### config.mk
export PLATFORM = sky130hd
export DESIGN_NAME = ascii_run_packet_capper
export DESIGN_NICKNAME = d
export VERILOG_FILES = /design/src/rtl/arpc_pkg.sv /design/src/rtl/arpc_cfg.sv /design/src/rtl/arpc_scan.sv /design/src/rtl/arpc_decide.sv /design/src/rtl/ascii_run_packet_capper.sv
export SDC_FILE = /design/constraint.sdc
export NUM_CORES = 1
export LEC_CHECK = 0
export ABC_AREA = 1
export CORE_ASPECT_RATIO = 0.75
export CORE_MARGIN = 3
export CORE_UTILIZATION = 45
export DETAILED_ROUTE_END_ITERATION = 12
export DONT_BUFFER_PORTS = 1
export PLACE_DENSITY_LB_ADDON = 0.15
export SYNTH_ARGS = -nofsm -noshare
export SYNTH_HDL_FRONTEND = slang
export SYNTH_HIERARCHICAL = 1
export SYNTH_SLANG_ARGS = --single-unit
### constraint.sdc
create_clock -name clk -period 6.35 [get_ports clk]
set_clock_uncertainty 0.1 [all_clocks]
set_input_delay 0.635 -clock clk [delete_from_list [all_inputs] [get_ports clk]]
set_output_delay 0.635 -clock clk [all_outputs]
set_load 0.03 [all_outputs]
### src/rtl/arpc_pkg.sv
`timescale 1ns / 1ps
// ----------------------------------------------------------------------------
// arpc_pkg
// Shared types and constants for the ASCII run packet capper.
// ----------------------------------------------------------------------------
package arpc_pkg;

    localparam int MAX_PACKET_BYTES_DEF = 65535;

    localparam int LEN_W     = 16;
    localparam int BYTE_W    = 8;
    localparam int PCT_W     = 7;
    localparam int PROD_W    = LEN_W + PCT_W;
    localparam int CFG_IDX_W = 3;
    localparam int CFG_DAT_W = 16;

    localparam logic [PCT_W-1:0] PCT_SCALE = 7'd100;
    localparam logic [LEN_W-1:0] LEN_MAX   = {LEN_W{1'b1}};

    // register indexes
    localparam logic [CFG_IDX_W-1:0] REG_RUN_THRESHOLD     = 3'd0;
    localparam logic [CFG_IDX_W-1:0] REG_PERCENT_THRESHOLD = 3'd1;
    localparam logic [CFG_IDX_W-1:0] REG_HEADER_OFFSET     = 3'd2;
    localparam logic [CFG_IDX_W-1:0] REG_CAP_LENGTH        = 3'd3;
    localparam logic [CFG_IDX_W-1:0] REG_PRINTABLE_LOW     = 3'd4;
    localparam logic [CFG_IDX_W-1:0] REG_PRINTABLE_HIGH    = 3'd5;

    typedef struct packed {
        logic [BYTE_W-1:0] data_byte;
        logic              last_byte;
    } in_item_t;

    typedef struct packed {
        logic             keep_whole;
        logic [LEN_W-1:0] stored_length;
        logic [LEN_W-1:0] captured_length;
    } out_item_t;

    typedef struct packed {
        logic [LEN_W-1:0]  run_threshold;
        logic [PCT_W-1:0]  percent_threshold;
        logic [LEN_W-1:0]  header_offset;
        logic [LEN_W-1:0]  cap_length;
        logic [BYTE_W-1:0] printable_low;
        logic [BYTE_W-1:0] printable_high;
    } cfg_t;

    // end-of-packet summary handed from the scanner to the decision stage
    typedef struct packed {
        logic [LEN_W-1:0] captured_length;
        logic [LEN_W-1:0] printable_count;
        logic             run_seen;
    } snap_t;

endpackage

### src/rtl/arpc_cfg.sv
`timescale 1ns / 1ps
// ----------------------------------------------------------------------------
// arpc_cfg
// Configuration register file, written through a valid/ready port.
// ----------------------------------------------------------------------------
module arpc_cfg
    import arpc_pkg::*;
(
    input  logic                 clk,
    input  logic                 rst_n,
    input  logic                 cfg_valid,
    output logic                 cfg_ready,
    input  logic [CFG_IDX_W-1:0] cfg_index,
    input  logic [CFG_DAT_W-1:0] cfg_data,
    output cfg_t                 cfg
);

    cfg_t cfg_reg;
    cfg_t cfg_next;

    assign cfg_ready = 1'b1;
    assign cfg       = cfg_reg;

    always_comb
    begin
        cfg_next = cfg_reg;
        if (cfg_valid && cfg_ready)
        begin
            unique case (cfg_index)
                REG_RUN_THRESHOLD:     cfg_next.run_threshold     = cfg_data[LEN_W-1:0];
                REG_PERCENT_THRESHOLD: cfg_next.percent_threshold = cfg_data[PCT_W-1:0];
                REG_HEADER_OFFSET:     cfg_next.header_offset     = cfg_data[LEN_W-1:0];
                REG_CAP_LENGTH:        cfg_next.cap_length        = cfg_data[LEN_W-1:0];
                REG_PRINTABLE_LOW:     cfg_next.printable_low     = cfg_data[BYTE_W-1:0];
                REG_PRINTABLE_HIGH:    cfg_next.printable_high    = cfg_data[BYTE_W-1:0];
                default:               cfg_next = cfg_reg;
            endcase
        end
    end

    always_ff @(posedge clk or negedge rst_n)
    begin
        if (!rst_n)
        begin
            cfg_reg.run_threshold     <= 16'd8;
            cfg_reg.percent_threshold <= 7'd50;
            cfg_reg.header_offset     <= 16'd54;
            cfg_reg.cap_length        <= 16'd64;
            cfg_reg.printable_low     <= 8'd32;
            cfg_reg.printable_high    <= 8'd126;
        end
        else
        begin
            cfg_reg <= cfg_next;
        end
    end

endmodule

### src/rtl/arpc_scan.sv
`timescale 1ns / 1ps
// ----------------------------------------------------------------------------
// arpc_scan
// Input register and per-byte counters; emits a summary on each last byte.
// ----------------------------------------------------------------------------
module arpc_scan
    import arpc_pkg::*;
#(
    parameter int MAX_PACKET_BYTES = MAX_PACKET_BYTES_DEF
)
(
    input  logic     clk,
    input  logic     rst_n,
    input  cfg_t     cfg,
    input  logic     byte_valid,
    output logic     byte_stall,
    input  in_item_t byte_data,
    output logic     snap_valid,
    input  logic     snap_ready,
    output snap_t    snap
);

    localparam logic [LEN_W-1:0] POS_LIMIT = LEN_W'(MAX_PACKET_BYTES);

    logic             s1_valid_reg, s1_valid_next;
    in_item_t         s1_item_reg;
    logic             s2_valid_reg, s2_valid_next;
    snap_t            s2_snap_reg;

    logic [LEN_W-1:0] pos_reg, pos_next;
    logic [LEN_W-1:0] run_reg, run_next;
    logic [LEN_W-1:0] count_reg, count_next;
    logic             seen_reg, seen_next;

    logic             byte_accept;
    logic             s1_adv;
    logic             s2_ready;
    logic             s2_load;

    logic             inspect;
    logic             printable;
    logic [LEN_W-1:0] pos_upd, run_upd, count_upd;
    logic             seen_upd;
    snap_t            snap_upd;

    assign s2_ready    = !s2_valid_reg || snap_ready;
    assign s1_adv      = s1_valid_reg && (!s1_item_reg.last_byte || s2_ready);
    assign s2_load     = s1_adv && s1_item_reg.last_byte;
    assign byte_stall  = s1_valid_reg && !s1_adv;
    assign byte_accept = byte_valid && !byte_stall;

    assign snap_valid  = s2_valid_reg;
    assign snap        = s2_snap_reg;

    always_comb
    begin
        inspect   = pos_reg >= cfg.header_offset;
        printable = (s1_item_reg.data_byte >= cfg.printable_low) &&
                    (s1_item_reg.data_byte <= cfg.printable_high);

        run_upd   = run_reg;
        count_upd = count_reg;
        seen_upd  = seen_reg;
        if (inspect)
        begin
            if (printable)
            begin
                run_upd   = (run_reg == LEN_MAX) ? run_reg : run_reg + 1'b1;
                count_upd = (count_reg == LEN_MAX) ? count_reg : count_reg + 1'b1;
                // a zero threshold never matches
                if ((cfg.run_threshold != '0) && (run_upd == cfg.run_threshold))
                begin
                    seen_upd = 1'b1;
                end
            end
            else
            begin
                run_upd = '0;
            end
        end

        // saturate the position; later bytes are judged as if at the limit
        pos_upd = (pos_reg < POS_LIMIT) ? pos_reg + 1'b1 : pos_reg;

        snap_upd.captured_length = pos_upd;
        snap_upd.printable_count = count_upd;
        snap_upd.run_seen        = seen_upd;

        pos_next   = pos_reg;
        run_next   = run_reg;
        count_next = count_reg;
        seen_next  = seen_reg;
        if (s1_adv)
        begin
            if (s1_item_reg.last_byte)
            begin
                pos_next   = '0;
                run_next   = '0;
                count_next = '0;
                seen_next  = 1'b0;
            end
            else
            begin
                pos_next   = pos_upd;
                run_next   = run_upd;
                count_next = count_upd;
                seen_next  = seen_upd;
            end
        end

        if (byte_accept)
            s1_valid_next = 1'b1;
        else if (s1_adv)
            s1_valid_next = 1'b0;
        else
            s1_valid_next = s1_valid_reg;

        if (s2_load)
            s2_valid_next = 1'b1;
        else if (snap_ready)
            s2_valid_next = 1'b0;
        else
            s2_valid_next = s2_valid_reg;
    end

    always_ff @(posedge clk or negedge rst_n)
    begin
        if (!rst_n)
        begin
            s1_valid_reg <= 1'b0;
            s2_valid_reg <= 1'b0;
            pos_reg      <= '0;
            run_reg      <= '0;
            count_reg    <= '0;
            seen_reg     <= 1'b0;
        end
        else
        begin
            s1_valid_reg <= s1_valid_next;
            s2_valid_reg <= s2_valid_next;
            pos_reg      <= pos_next;
            run_reg      <= run_next;
            count_reg    <= count_next;
            seen_reg     <= seen_next;
        end
    end

    always_ff @(posedge clk)
    begin
        if (byte_accept)
            s1_item_reg <= byte_data;
        if (s2_load)
            s2_snap_reg <= snap_upd;
    end

    a_clear_after_last: assert property (@(posedge clk) disable iff (!rst_n)
        s2_load |=> (pos_reg == '0) && (run_reg == '0) && (count_reg == '0) && !seen_reg)
        else $error("packet state not cleared after last byte");

    a_snap_nonempty: assert property (@(posedge clk) disable iff (!rst_n)
        s2_valid_reg |-> (s2_snap_reg.captured_length != '0))
        else $error("packet summary with zero length");

    a_s1_hold: assert property (@(posedge clk) disable iff (!rst_n)
        (s1_valid_reg && !s1_adv) |=> s1_valid_reg && $stable(s1_item_reg))
        else $error("held byte lost or changed");

endmodule

### src/rtl/arpc_decide.sv
`timescale 1ns / 1ps
// ----------------------------------------------------------------------------
// arpc_decide
// Product stage and result register: keep or cap one finished packet.
// ----------------------------------------------------------------------------
module arpc_decide
    import arpc_pkg::*;
(
    input  logic      clk,
    input  logic      rst_n,
    input  cfg_t      cfg,
    input  logic      snap_valid,
    output logic      snap_ready,
    input  snap_t     snap,
    output logic      result_valid,
    input  logic      result_stall,
    output out_item_t result_data
);

    logic              s3_valid_reg, s3_valid_next;
    logic [PROD_W-1:0] prod_count_reg;
    logic [PROD_W-1:0] prod_pct_reg;
    logic              short_reg;
    logic              seen_reg;
    logic [LEN_W-1:0]  captured_reg;

    logic              out_valid_reg, out_valid_next;
    out_item_t         out_item_reg;
    out_item_t         out_item_upd;

    logic              out_ready;
    logic              s3_load;
    logic              s3_adv;
    logic [LEN_W-1:0]  inspected;
    logic              keep;

    assign out_ready    = !out_valid_reg || !result_stall;
    assign s3_adv       = s3_valid_reg && out_ready;
    assign snap_ready   = !s3_valid_reg || out_ready;
    assign s3_load      = snap_valid && snap_ready;

    assign result_valid = out_valid_reg;
    assign result_data  = out_item_reg;

    always_comb
    begin
        inspected = (snap.captured_length > cfg.header_offset) ?
                    snap.captured_length - cfg.header_offset : '0;

        keep = short_reg || seen_reg || (prod_count_reg >= prod_pct_reg);
        out_item_upd.keep_whole      = keep;
        out_item_upd.stored_length   = keep ? captured_reg : cfg.cap_length;
        out_item_upd.captured_length = captured_reg;

        if (s3_load)
            s3_valid_next = 1'b1;
        else if (s3_adv)
            s3_valid_next = 1'b0;
        else
            s3_valid_next = s3_valid_reg;

        if (s3_adv)
            out_valid_next = 1'b1;
        else if (out_ready)
            out_valid_next = 1'b0;
        else
            out_valid_next = out_valid_reg;
    end

    always_ff @(posedge clk or negedge rst_n)
    begin
        if (!rst_n)
        begin
            s3_valid_reg  <= 1'b0;
            out_valid_reg <= 1'b0;
        end
        else
        begin
            s3_valid_reg  <= s3_valid_next;
            out_valid_reg <= out_valid_next;
        end
    end

    always_ff @(posedge clk)
    begin
        if (s3_load)
        begin
            prod_count_reg <= PROD_W'(snap.printable_count) * PROD_W'(PCT_SCALE);
            prod_pct_reg   <= PROD_W'(cfg.percent_threshold) * PROD_W'(inspected);
            short_reg      <= snap.captured_length <= cfg.cap_length;
            seen_reg       <= snap.run_seen;
            captured_reg   <= snap.captured_length;
        end
        if (s3_adv)
            out_item_reg <= out_item_upd;
    end

    a_capped_length: assert property (@(posedge clk) disable iff (!rst_n)
        (out_valid_reg && !out_item_reg.keep_whole) |->
        (out_item_reg.stored_length == cfg.cap_length))
        else $error("capped packet not cut to cap length");

    a_kept_length: assert property (@(posedge clk) disable iff (!rst_n)
        (out_valid_reg && out_item_reg.keep_whole) |->
        (out_item_reg.stored_length == out_item_reg.captured_length))
        else $error("kept packet length altered");

    a_capped_long: assert property (@(posedge clk) disable iff (!rst_n)
        (out_valid_reg && !out_item_reg.keep_whole) |->
        (out_item_reg.captured_length > cfg.cap_length))
        else $error("short packet was capped");

endmodule

### src/rtl/ascii_run_packet_capper.sv
`timescale 1ns / 1ps
// ----------------------------------------------------------------------------
// ascii_run_packet_capper
// Scans packet bytes for printable content and decides whether each packet
// is stored whole or cut to the cap length.
// ----------------------------------------------------------------------------
//  channel  | handshake              | payload
//  ---------+------------------------+-------------------------------------
//  byte     | byte_valid/byte_stall  | byte_data   (data_byte, last_byte)
//  result   | result_valid/_stall    | result_data (keep_whole, lengths)
//  cfg      | cfg_valid/cfg_ready    | cfg_index, cfg_data
//
//  A byte is taken every cycle while byte_stall is low; counters update as
//  it leaves the input register. A result passes the summary, product and
//  result registers; without a stall one packet may end in every cycle.
//  Reset clears the counters and loads the register defaults; no sweep.
//  A stalled result backs up the stages; a held last byte raises byte_stall.
// ----------------------------------------------------------------------------
module ascii_run_packet_capper
    import arpc_pkg::*;
#(
    parameter int MAX_PACKET_BYTES = MAX_PACKET_BYTES_DEF
)
(
    input  logic                 clk,
    input  logic                 rst_n,
    input  logic                 byte_valid,
    output logic                 byte_stall,
    input  in_item_t             byte_data,
    output logic                 result_valid,
    input  logic                 result_stall,
    output out_item_t            result_data,
    input  logic                 cfg_valid,
    output logic                 cfg_ready,
    input  logic [CFG_IDX_W-1:0] cfg_index,
    input  logic [CFG_DAT_W-1:0] cfg_data
);

    cfg_t  cfg;
    logic  snap_valid;
    logic  snap_ready;
    snap_t snap;

    arpc_cfg u_cfg
    (
        .clk       (clk),
        .rst_n     (rst_n),
        .cfg_valid (cfg_valid),
        .cfg_ready (cfg_ready),
        .cfg_index (cfg_index),
        .cfg_data  (cfg_data),
        .cfg       (cfg)
    );

    arpc_scan #(
        .MAX_PACKET_BYTES (MAX_PACKET_BYTES)
    ) u_scan
    (
        .clk        (clk),
        .rst_n      (rst_n),
        .cfg        (cfg),
        .byte_valid (byte_valid),
        .byte_stall (byte_stall),
        .byte_data  (byte_data),
        .snap_valid (snap_valid),
        .snap_ready (snap_ready),
        .snap       (snap)
    );

    arpc_decide u_decide
    (
        .clk          (clk),
        .rst_n        (rst_n),
        .cfg          (cfg),
        .snap_valid   (snap_valid),
        .snap_ready   (snap_ready),
        .snap         (snap),
        .result_valid (result_valid),
        .result_stall (result_stall),
        .result_data  (result_data)
    );

endmodule
======== Word-level counts from Yosys, hierarchy flattened ========
Cells that the tools add are included.
storage, ports and cells
  memory bits (read-only) ................. 0
  memory bits (writable) .................. 0
  register bits ........................... 261
  memories ................................ 0
  logic and storage cells ................. 107
  bits in latches ......................... 0
cells by class
  equal/unequal tests ..................... 8
  order comparisons ....................... 7
  reductions and logical operators ........ 35
  $mul .................................... 2
  shift operators ......................... 0
  add/sub/neg operators ................... 4
  bitwise operators ....................... 0
  muxes and demuxes ....................... 24
  divide/modulo/power cells ............... 0
operators with widths
  operator                 count
  $mux W16                 12
  $add A16 B1 Y16 const B  3
  $eq A16 B16 Y1 const B   2
  $ge A23 B23 Y1           1
  $mul A7 B16 Y23          1
  $mul A16 B5 Y21 const B  1
  $eq A16 B16 Y1           1
  $ge A16 B16 Y1           1
  $gt A16 B16 Y1           1
  $le A16 B16 Y1           1
  $lt A16 B16 Y1 const B   1
  $reduce_bool A16 Y1      1
  $sub A16 B16 Y16         1
  $reduce_and A2 Y1        7
  $mux W1                  12
  $reduce_bool A2 Y1       5
  $ge A8 B8 Y1             1
  $le A8 B8 Y1             1
  $logic_and A1 B1 Y1      8
  $logic_not A1 Y1         7
  $eq A3 B2 Y1 const B     2
  $eq A3 B3 Y1 const B     2
  $logic_or A1 B1 Y1       6
  $eq A3 B1 Y1 const B     1
  $logic_not A3 Y1         1

======== Logic depth before layout (Yosys ltp) ========
Gate-level depths: netlist of the first run.
  word-level depth ........................ 11
  mapped depth ............................ 32

======== Modules after synthesis ========
The synthesis of the first run kept the hierarchy.
modules (own cells, without submodules)
  module       cells each  area an instance (um^2)  instances
  arpc_decide  1311        10749.1                  1
  arpc_scan    744         5789.3                   1
  arpc_cfg     319         2849.0                   1

======== Worst setup path after synthesis of the first run ========
No wires, ideal clock.
  path kind ............................... register to register
  from .................................... register u_cfg.cfg_reg, in the netlist u_cfg/cfg[32]
  to ...................................... register u_decide.prod_pct_reg[17] (data pin)
  path buffers ............................ 1
  clock period less this slack ............ 5.455 ns
  library setup time ...................... 0.260 ns
  stages on the path, launching flop included .. 29
  arrival ................................. 5.095 ns
  required time ........................... 5.990 ns
  path slack .............................. 0.895 ns
  cell sequence ........................... dfrtp_1 -> ha_1 -> fa_1 -> inv_1 -> nand3_1 -> nand3_2 -> nand2_1 -> nand2_2 -> nand2_1 -> nand2_2 -> nand2_4 -> inv_4 -> buf_8 -> nand3_1 -> fa_1 -> fa_1 -> inv_1 -> fa_1 -> inv_1 -> fa_1 -> inv_1 -> ha_1 -> a21oi_1 -> nor2_1 -> nor2_1 -> nand2_1 -> nand3_1 -> nand2_1 -> xor2_1
between the ends
  cells in the longest elaborated chain, start to end .. 3
RTL lines
  item                                                RTL line                              RTL
  from (decl)                                         arpc_cfg.sv:18                        cfg_t cfg_reg;
  from (signal assigned)                              arpc_cfg.sv:54                        cfg_reg <= cfg_next;
  $sub A16 B16 Y16 or $gt A16 B16 Y1 (tied branches)  arpc_decide.sv:48, arpc_decide.sv:47
  $mux W16 *                                          arpc_decide.sv:47                     inspected = (snap.captured_length > cfg.header_offset) ?
  $mul A7 B16 Y23 *                                   arpc_decide.sv:89                     prod_pct_reg <= PROD_W'(cfg.percent_threshold) * PROD_W'(inspected);
  to (signal assigned)                                arpc_decide.sv:89
  to (decl)                                           arpc_decide.sv:22                     logic [PROD_W-1:0] prod_pct_reg;
Every way passes the cells marked *; elsewhere a longest branch is shown, timed or not.
A chain may end at the register's enable or synchronous reset.

======== Worst setup path in the final report of the first run ========
  from .................................... register u_scan.s2_snap_reg, in the netlist u_scan/snap[29]
  to ...................................... register u_decide.prod_pct_reg[18] (data pin)
between the ends
  cells in the longest elaborated chain, start to end .. 3
RTL lines
  item                                                RTL line                              RTL
  from (decl)                                         arpc_scan.sv:28                       snap_t s2_snap_reg;
  from (signal assigned)                              arpc_scan.sv:153                      s2_snap_reg <= snap_upd;
  $sub A16 B16 Y16 or $gt A16 B16 Y1 (tied branches)  arpc_decide.sv:48, arpc_decide.sv:47
  $mux W16 *                                          arpc_decide.sv:47
  $mul A7 B16 Y23 *                                   arpc_decide.sv:89
Marks and branches as above.

==> flow_summary.toml, run 1 <==
[placed_design]
post-dp-hpwl_um = 40000
routabilityCongestion = 0.893
dp_slack_ns = 0.168
portBuffers = 0

[final_layout]
nets = 2679
area_delta_synth_final_pct = 8.79
drive_gt1_share_pct = 7.52
largest_reg_flops = 71
antennaDiodeCount = 0
fillers = 4130

[worst_setup_path]
cp_slowest_cell = "fa_1"
critPathLaunchType = "flop"
cp-startpoint = "u_scan/snap[29]$_DFFE_PP_"
max_stage_delay_ns = 0.55
cp_data_arrival_time_ns = 6.25
required_ns = 6.59
ff2ff_setup_slack_ns = 0.34
worst_setup_path_end_kind = "flop"
rr_worst_depth = 27
cp-endpoint = "u_decide/prod_pct_reg[18]$_DFFE_PP_"
criticalPathCategory = "reg -> reg"
reg2reg_to = "u_decide/prod_pct_reg[18]$_DFFE_PP_"
critPathMaxFanout = 12
reg2reg_from = "u_scan/snap[29]$_DFFE_PP_"

[clocking]
clkSinkCount = 261
cts_root_buffer = "clkbuf_16"
htree_levels = 1
clkLatencyLatePin_ns = 0.60
path_clk_slew_ns = 0.06
tritoncts = "built"
cts_buffers = 30
clk_path_buf_depth = 3

[grt]
grt_util_all_layers_pct = 23.1
grt_pass1_wl_um = 82400
antenna_found_initial = 0
grt-ovfl-total = 0
grt_pass1_vias = 14900
grt_max_degree = 125

[synthesis]
synth.distinct_cells = 47
synth_area_leaders = "edfxtp_1, dfrtp_1, nand2_1"
syn_avg_cell_area_um2 = 8.17
synth-main-ff-cell = "edfxtp_1"
synth_top_area_share_pct = 21.2
syn_inst = 2374
ys_ff_latch = 261
yosysMostFrequentCell = "nand2_1"
synth_area_mm2 = 0.0194
yosysTopAreaCell = "edfxtp_1"
synth_edf_count = 137
syn_nets = 2669
ys_async_sr_fraction_pct = 47.5
ys_warn_count = 6
netlist_top_cells_count = "nand2_1, inv_1, nand3_1"
yosysSeqAreaShare_pct = 37.3

[run_status]
outcome = "finished, final reports clean"

[timing]
rsz0062_at_grt = "false"
fin_ws_ns = 0.343
finalSetupTns_ns = 0
final.period_utilization_pct = 94.6
final-setup-viol-count = 0
worst_pin_slew_ns = 1.25
period_needed_ns = 6.01
finalMaxSlewViolations = 0
slew-limit-headroom_pct = 16.7
holdWs_ns = 0.0374
hold_viol_final = 0
max_freq_mhz = 166

[floorplanning]
fp.dieW_um = 246
die_y_um = 186
initial_core_util_pct = 45.8
pin_count = 69
core-area_mm2 = 0.0423
rows = 65
die-area_mm2 = 0.0456

[run]
maxCapViolations = 0

[power]
power.switching_uw = 2770
power.density_mw_per_mm2 = 325
p_int_uw = 4080
ir_drop_mv = 0.210
combPwrFrac_pct = 40.9
sw_frac_of_total_pct = 40.5
leakagePower_uw = 0.0107
p_seq_share_pct = 33.6
clkPwrFrac_pct = 25.6

[route]
first_pass_iters = 5
drtIter0Drc = 1292
route.detailed.drc = 0
num_vias = 15500
wl_per_cell_um = 17.2
drt_wl_total_um = 51300
ant_nets = 0
viasPerCell = 5.19

[hold_path]
min_path_type = "in -> reg"
==> power by group through the flow <==
stage	Sequential, µW	Clock, µW	Combinational, µW
after floorplan	2250	0	2100
after global placement	2320	0	2730
after detailed placement	2330	0	2740
after CTS	2300	1800	2790
after global routing	2320	1870	3240
final	2300	1750	2800
==> cell type report <==
cell class / instances / area, µm² / share of cell area (%)
timing repair buffer: 16 / 143 / 0.676
multi-input combinational: 1633 / 10300 / 49.0
inverter: 442 / 1660 / 7.89
sequential: 261 / 7240 / 34.3
clock buffer: 42 / 847 / 4.02
clock inverter: 14 / 145 / 0.688
tap: 569 / 712 / 3.38
==> worst max-delay path, delay by kind of cell, from the launching register on <==
kind | cells | cell delay, ns
flip-flops | 1 | 0.50
adder cells (fa/ha/maj) | 6 | 2.85
buffers and inverters | 7 | 0.41
AO/OA/AOI/OAI | 2 | 0.38
AND/OR/NAND/NOR | 12 | 1.52
==> metrics by stage <==
| stage | instance area [µm²] | utilization (%) | std cells | total power (µW) |
|---|---|---|---|---|
| 2_1_floorplan | 19400 | - | 2374 | 4350 |
| 5_1_grt | 21100 | 49.9 | 2977 | 7440 |
| 6_report | 21100 | 49.9 | 2977 | 6850 |
| 3_5_place_dp | 20000 | 47.3 | 2917 | 5070 |
| 3_3_place_gp | 20000 | 47.3 | 2917 | 5050 |
| 4_1_cts | 21000 | 49.7 | 2975 | 6880 |
==> layout by cell type (no fill, tap or decap), drive strengths merged, types with 8 or more instances in the layout <==
master	count
nand2	673
nor3	49
dfrtp	108
nand4	37
clkinv	13
a21oi	80
fa	81
clkbuf	42
inv	441
edfxtp	137
xor2	39
o22ai	11
o21ai	67
xnor2	8
buf	15
ha	181
dfstp	16
nand3	186
nor2	177
==> timing repair <==
action                                  CTS  global route
endpoints found under the setup margin    0            14
buffers inserted                          0             2
endpoints found under the hold margin   124             0
hold buffers                              2             0
resized for setup                         0            13
==> kinds of logic (layout without fill, tap and decap cells) <==
| group | count (synthesis) | in the layout | share of synthesized area (%) |
|---|---|---|---|
| AO/OA/AOI/OAI | 186 | 186 | 5.25 |
| XOR/XNOR | 47 | 47 | 2.12 |
| adder cells (fa/ha/maj) | 262 | 262 | 20.0 |
| buffers and inverters | 480 | 514 | 9.60 |
| flip-flops | 261 | 261 | 37.3 |
| other | 1 | 1 | 0.0193 |
| AND/OR/NAND/NOR | 1137 | 1137 | 25.6 |
==> metal layers <==
layer  vias to the layer above  GRT usage [%]  wire (µm)
met5                         -              0          0
met4                         0           4.06        861
li1                       7589              -          -
met2                       450           32.9      20400
met3                        62           4.32       3700
met1                      7357           36.5      26400
==> how the worst min path moves through the flow <==
| stage | from | to | depth (start not counted) |
|---|---|---|---|
| 4_1_cts | byte_data[0] | u_scan/s1_item_reg[0]$_DFFE_PP_ | 0 |
| 6_report | cfg_data[5] | u_cfg/cfg[5]$_DFFE_PN1P_ | 2 |
| 2_1_floorplan | rst_n | u_cfg/cfg[0]$_DFFE_PN0P_ | 0 |
| 5_1_grt | byte_data[0] | u_scan/s1_item_reg[0]$_DFFE_PP_ | 0 |
| 3_3_place_gp | rst_n | u_decide/result_valid$_DFFE_PN0P_ | 0 |
| 3_5_place_dp | rst_n | u_decide/result_valid$_DFFE_PN0P_ | 0 |
(Power assumes the default switching activity.)
==> inputs of run 2 (changes only) <==
--- a/config.mk
+++ b/config.mk
@@ -7,11 +7,12 @@
 export LEC_CHECK = 0
 export ABC_AREA = 1
 export CORE_ASPECT_RATIO = 0.75
-export CORE_MARGIN = 3
+export CORE_MARGIN = 4
 export CORE_UTILIZATION = 45
 export DETAILED_ROUTE_END_ITERATION = 12
 export DONT_BUFFER_PORTS = 1
 export PLACE_DENSITY_LB_ADDON = 0.15
+export SLEW_MARGIN = 20
 export SYNTH_ARGS = -nofsm -noshare
 export SYNTH_HDL_FRONTEND = slang
 export SYNTH_HIERARCHICAL = 1
==> flow_summary.toml, run 2 (same netlist as run 1, synthesis figures left out) <==
[clocking]
cts_root_buffer = "clkbuf_16"
htree_levels = 1
clkSinkCount = 261
tritoncts = "built"
path_clk_slew_ns = 0.07
cts_buffers = 29
clk_path_buf_depth = 3
clkLatencyLatePin_ns = 0.59

[worst_setup_path]
worst_setup_path_end_kind = "flop"
required_ns = 6.60
cp_top_family = "adder cells"
critPathMaxFanout = 18
cp_slowest_cell = "fa_1"
max_stage_delay_ns = 0.56
critPathLaunchType = "flop"
cp_data_arrival_time_ns = 6.28
worst-path-buf-inv = 3
criticalPathCategory = "reg -> reg"

[floorplanning]
die-area_mm2 = 0.0465
initial_core_util_pct = 45.8
rows = 65
pin_count = 69
fp.dieW_um = 248
die_y_um = 188
core-area_mm2 = 0.0423

[route]
num_vias = 15600
ant_nets = 0
first_pass_iters = 5
route.detailed.drc = 0
viasPerCell = 5.26
drt_wl_total_um = 51300
drtIter0Drc = 1479
wl_per_cell_um = 17.3

[final_layout]
nets = 2674
antennaDiodeCount = 0
drive_gt1_share_pct = 7.79
finalCoreUtilization_pct = 50.1
final_common_cell = "nand2_1"
area_delta_synth_final_pct = 9.27
largest_reg_flops = 71
final_cell_mix = "nand2_1, inv_1, nand3_1"

[timing]
fin_ws_ns = 0.315
finalMaxSlewViolations = 0
rsz0062_at_grt = "false"
final.period_utilization_pct = 95.0
final-setup-viol-count = 0
worst_pin_slew_ns = 0.989
period_needed_ns = 6.03
finalSetupTns_ns = 0
hold_viol_final = 0
max_freq_mhz = 166
slew-limit-headroom_pct = 34.0

[run]
maxCapViolations = 0

[grt]
grt_pass1_vias = 15100
grt_max_degree = 125
antenna_found_initial = 1
grt_util_all_layers_pct = 22.2
grt_pass1_wl_um = 82400
grt-ovfl-total = 0

[power]
p_seq_share_pct = 32.4
clkPwrFrac_pct = 27.4
leakagePower_uw = 0.0108
p_int_uw = 4270
sw_frac_of_total_pct = 39.6
power.density_mw_per_mm2 = 334
ir_drop_mv = 0.225
power.switching_uw = 2800
combPwrFrac_pct = 40.2

[placed_design]
dp_slack_ns = 0.216
portBuffers = 0
post-dp-hpwl_um = 39500
routabilityCongestion = 0.920

[run_status]
outcome = "finished, final reports clean"

[hold_path]
min_path_type = "in -> reg"
## run 2: worst register-to-register path: stages (launching register included)
cell     delay (ns)
dfrtp_1        0.41
ha_1           0.25
fa_1           0.37
inv_1          0.13
nand3_1        0.10
nand3_2        0.11
nand2_1        0.08
nand2_2        0.07
nand2_1        0.06
nand2_2        0.15
nand2_8        0.15
buf_4          0.24
nor2_2         0.16
nand2_1        0.10
fa_1           0.56
fa_1           0.44
fa_1           0.55
inv_1          0.06
fa_1           0.47
ha_1           0.39
a21oi_1        0.24
o21ai_0        0.17
a21oi_1        0.24
nand3_1        0.11
nand2_1        0.07
nand2_1        0.04
## run 2: final timing paths
check	from	to	slack, ns	cells past startpoint
max	u_cfg/cfg[32]$_DFFE_PN0P_	u_decide/prod_pct_reg[19]$_DFFE_PP_	0.32	25
min	cfg_data[4]	u_cfg/cfg[4]$_DFFE_PN1P_	0.05	2
max reg2reg	u_cfg/cfg[32]$_DFFE_PN0P_	u_decide/prod_pct_reg[19]$_DFFE_PP_	0.32	25
min reg2reg	u_scan/snap[0]$_DFFE_PP_	u_decide/seen_reg$_DFFE_PP_	0.33	0
max in group asynchronous	rst_n	u_cfg/cfg[7]$_DFFE_PN0P_	5.04	2
min in group asynchronous	rst_n	u_decide/result_valid$_DFFE_PN0P_	0.56	2
## run 2: area by class of cell
type	count	area [µm²]
Tap cell	569	712
Multi-Input combinational cell	1633	10400
Sequential cell	261	7240
Inverter	442	1660
Timing Repair Buffer	12	113
Clock buffer	34	764
Clock inverter	20	337
Fill cell	4120	21100
## run 2: power by group through the flow
| stage | Combinational [µW] | Sequential [µW] | Clock (µW) |
|---|---|---|---|
| floorplan | 2100 | 2250 | 0 |
| global placement | 2730 | 2310 | 0 |
| detailed placement | 2750 | 2320 | 0 |
| CTS | 2790 | 2290 | 1990 |
| global route | 3270 | 2310 | 2050 |
| finish | 2840 | 2290 | 1940 |
## run 2: through the flow
step	area, µm²	hold WS (ns)	power (µW)	std cells
6_report	21200	0.0496	7070	2971
5_1_grt	21200	0.0244	7630	2971
2_1_floorplan	19400	0.239	4350	2374
3_3_place_gp	20000	0.245	5050	2914
4_1_cts	21100	0.0143	7070	2970
3_5_place_dp	20000	0.246	5070	2914
## run 2: metal layers
metal  track usage [%]  routed length [µm]  vias up
met5                 0                   7        -
met4              4.06                1000        2
met3              4.22                3750       63
met2              31.3               20500      516
met1              35.5               26000     7445
li1                  -                   -     7589
## run 2: timing repair
action / in CTS / in global routing
gates resized for setup: 0 / 17
endpoints found under the hold margin: 124 / 0
hold buffers: 2 / 0
buffers inserted: 0 / 1
setup endpoints to repair: 0 / 15
==> inputs of run 3 (changes only) <==
--- a/config.mk
+++ b/config.mk
@@ -6,9 +6,12 @@
 export NUM_CORES = 1
 export LEC_CHECK = 0
 export ABC_AREA = 1
+export CELL_PAD_IN_SITES_DETAIL_PLACEMENT = 1
+export CELL_PAD_IN_SITES_GLOBAL_PLACEMENT = 2
 export CORE_ASPECT_RATIO = 0.75
 export CORE_MARGIN = 4
-export CORE_UTILIZATION = 45
+export CORE_UTILIZATION = 41
+export CTS_BUF_LIST = sky130_fd_sc_hd__clkbuf_8
 export DETAILED_ROUTE_END_ITERATION = 12
 export DONT_BUFFER_PORTS = 1
 export PLACE_DENSITY_LB_ADDON = 0.15
==> flow_summary.toml, run 3 (same netlist as run 1, synthesis figures left out) <==
[run_status]
outcome = "finished, final reports clean"

[grt]
busiest_layer = "met2"
use_met1_pct = 36.1
met3_usage_pct = 4.92
grt_util_all_layers_pct = 24.7
grt_max_degree = 125
grt_pass1_wl_um = 97700
grt_pass1_vias = 17100
grtUsageMet2_pct = 38.1
antenna_found_initial = 3
grt-ovfl-total = 0

[worst_setup_path]
reg2reg_to = "u_decide/prod_pct_reg[14]$_DFFE_PP_"
cp_data_arrival_time_ns = 6.27
ff2ff_setup_slack_ns = 0.36
rr_worst_depth = 27
worst_setup_path_end_kind = "flop"
cp_slowest_cell = "fa_1"
critPathMaxFanout = 18
cp-startpoint = "u_cfg/cfg[32]$_DFFE_PN0P_"
criticalPathCategory = "reg -> reg"
critPathLaunchType = "flop"
max_stage_delay_ns = 0.55
reg2reg_from = "u_cfg/cfg[32]$_DFFE_PN0P_"
required_ns = 6.63

[timing]
finalMaxSlewViolations = 0
finalSetupTns_ns = 0
max_freq_mhz = 167
hold_viol_final = 0
slew-limit-headroom_pct = 34.3
final-setup-viol-count = 0
final.period_utilization_pct = 94.4
rsz0062_at_grt = "true"
period_needed_ns = 5.99
fin_ws_ns = 0.358
worst_pin_slew_ns = 0.985

[run]
maxCapViolations = 0

[placed_design]
portBuffers = 0
post-dp-hpwl_um = 46700
dp_slack_ns = 0.122
routabilityCongestion = 0.863

[hold_path]
hold_path_end = "u_cfg/cfg[9]$_DFFE_PN0P_"
min_path_type = "in -> reg"
worstHoldPathCells = 2
worstHoldStart = "cfg_data[1]"

[route]
wl_per_cell_um = 20.0
first_pass_iters = 5
num_vias = 16000
ant_nets = 0
drt_wl_total_um = 61900
route.detailed.drc = 0
viasPerCell = 5.18
drtIter0Drc = 1038

[final_layout]
area_delta_synth_final_pct = 10.3
largest_reg_flops = 71
drive_gt1_share_pct = 8.36
final_common_cell = "nand2_1"
final_cell_mix = "nand2_1, inv_1, nand3_1"
fillers = 5635
nets = 2720

[floorplanning]
die_y_um = 196
fp.dieW_um = 259
die-area_mm2 = 0.0509
pin_count = 69
initial_core_util_pct = 41.8
core-area_mm2 = 0.0464
rows = 68

[power]
p_seq_share_pct = 33.0
leakagePower_uw = 0.0109
combPwrFrac_pct = 42.7
clkPwrFrac_pct = 24.3
p_int_uw = 4010
power.density_mw_per_mm2 = 326
ir_drop_mv = 0.177
sw_frac_of_total_pct = 42.6
power.switching_uw = 2970

[clocking]
cts_buffers = 48
htree_levels = 2
tritoncts = "built"
cts_root_buffer = "clkbuf_8"
clkLatencyLatePin_ns = 0.63
path_clk_slew_ns = 0.07
clkSinkCount = 261
clk_path_buf_depth = 3
run 3: changes by cell type in the layout (fill, tap and decap cells not counted), moves of 5 or more:
| cell | delta |
|---|---|
| clkbuf_8 | +55 |
| clkbuf_16 | -29 |
| dlygate4sd3_1 | +21 |
| inv_1 | +13 |
| clkinv_1 | +7 |
| bufinv_16 | -6 |
| buf_4 | +5 |
run 3: repair_timing:
item,4_1_cts,5_1_grt
hold buffers,23,0
gates resized for setup,0,18
endpoints found under the hold margin,163,0
setup endpoints to repair,0,14
setup buffers,0,4
run 3: layer usage:
layer	routed length [µm]	vias up	share of wire, %
li1	-	7680	-
met3	3360	73	5.4
met2	26600	296	43
met4	1240	0	2.0
met5	0	-	0
met1	30700	7990	50
run 3: worst max-delay path by stage:
| stage | to | slack (ns) |
|---|---|---|
| after floorplan | u_decide/prod_pct_reg[17]$_DFFE_PP_ | 0.90 |
| after global placement | u_decide/prod_pct_reg[18]$_DFFE_PP_ | 0.33 |
| after detailed placement | u_decide/prod_pct_reg[18]$_DFFE_PP_ | 0.12 |
| after CTS | u_decide/prod_pct_reg[18]$_DFFE_PP_ | 0.1 |
| after global routing | u_decide/prod_pct_reg[20]$_DFFE_PP_ | -0.01 |
| final | u_decide/prod_pct_reg[14]$_DFFE_PP_ | 0.36 |
run 3: critical path, delay by kind of cell (launching register included):
family                   cells  cell delay (ns)
AO/OA/AOI/OAI                1             0.19
adder cells (fa/ha/maj)      7             3.17
buffers and inverters        5             0.42
flip-flops                   1             0.40
AND/OR/NAND/NOR             14             1.45
run 3: per-stage QoR:
step	util [%]	hold slack (ns)	instances	power [µW]	cell area [µm²]
after floorplan	-	0.239	2374	4350	19400
after global placement	43.3	0.243	2978	5120	20100
after detailed placement	43.3	0.244	2978	5200	20100
after CTS	45.9	0.000123	3090	6990	21300
after global routing	46.1	0.0308	3094	7580	21400
final	46.1	0.0578	3095	6980	21400
run 3: area by class of cell:
cell class	instances	area, µm²	share of cell area, %
clock inverter	32	193	0.901
antenna	1	2.50	0.0117
tap	630	788	3.69
multi-input combinational	1633	10300	48.4
timing repair buffer	39	372	1.74
inverter	442	1670	7.79
sequential	261	7240	33.8
clock buffer	57	785	3.67
run 3: power by group through the flow:
stage / Clock (µW) / Combinational [µW] / Sequential (µW)
2_1_floorplan: 0 / 2100 / 2250
3_3_place_gp: 0 / 2790 / 2330
3_5_place_dp: 0 / 2870 / 2330
4_1_cts: 1750 / 2940 / 2300
5_1_grt: 1830 / 3420 / 2330
6_report: 1700 / 2980 / 2300
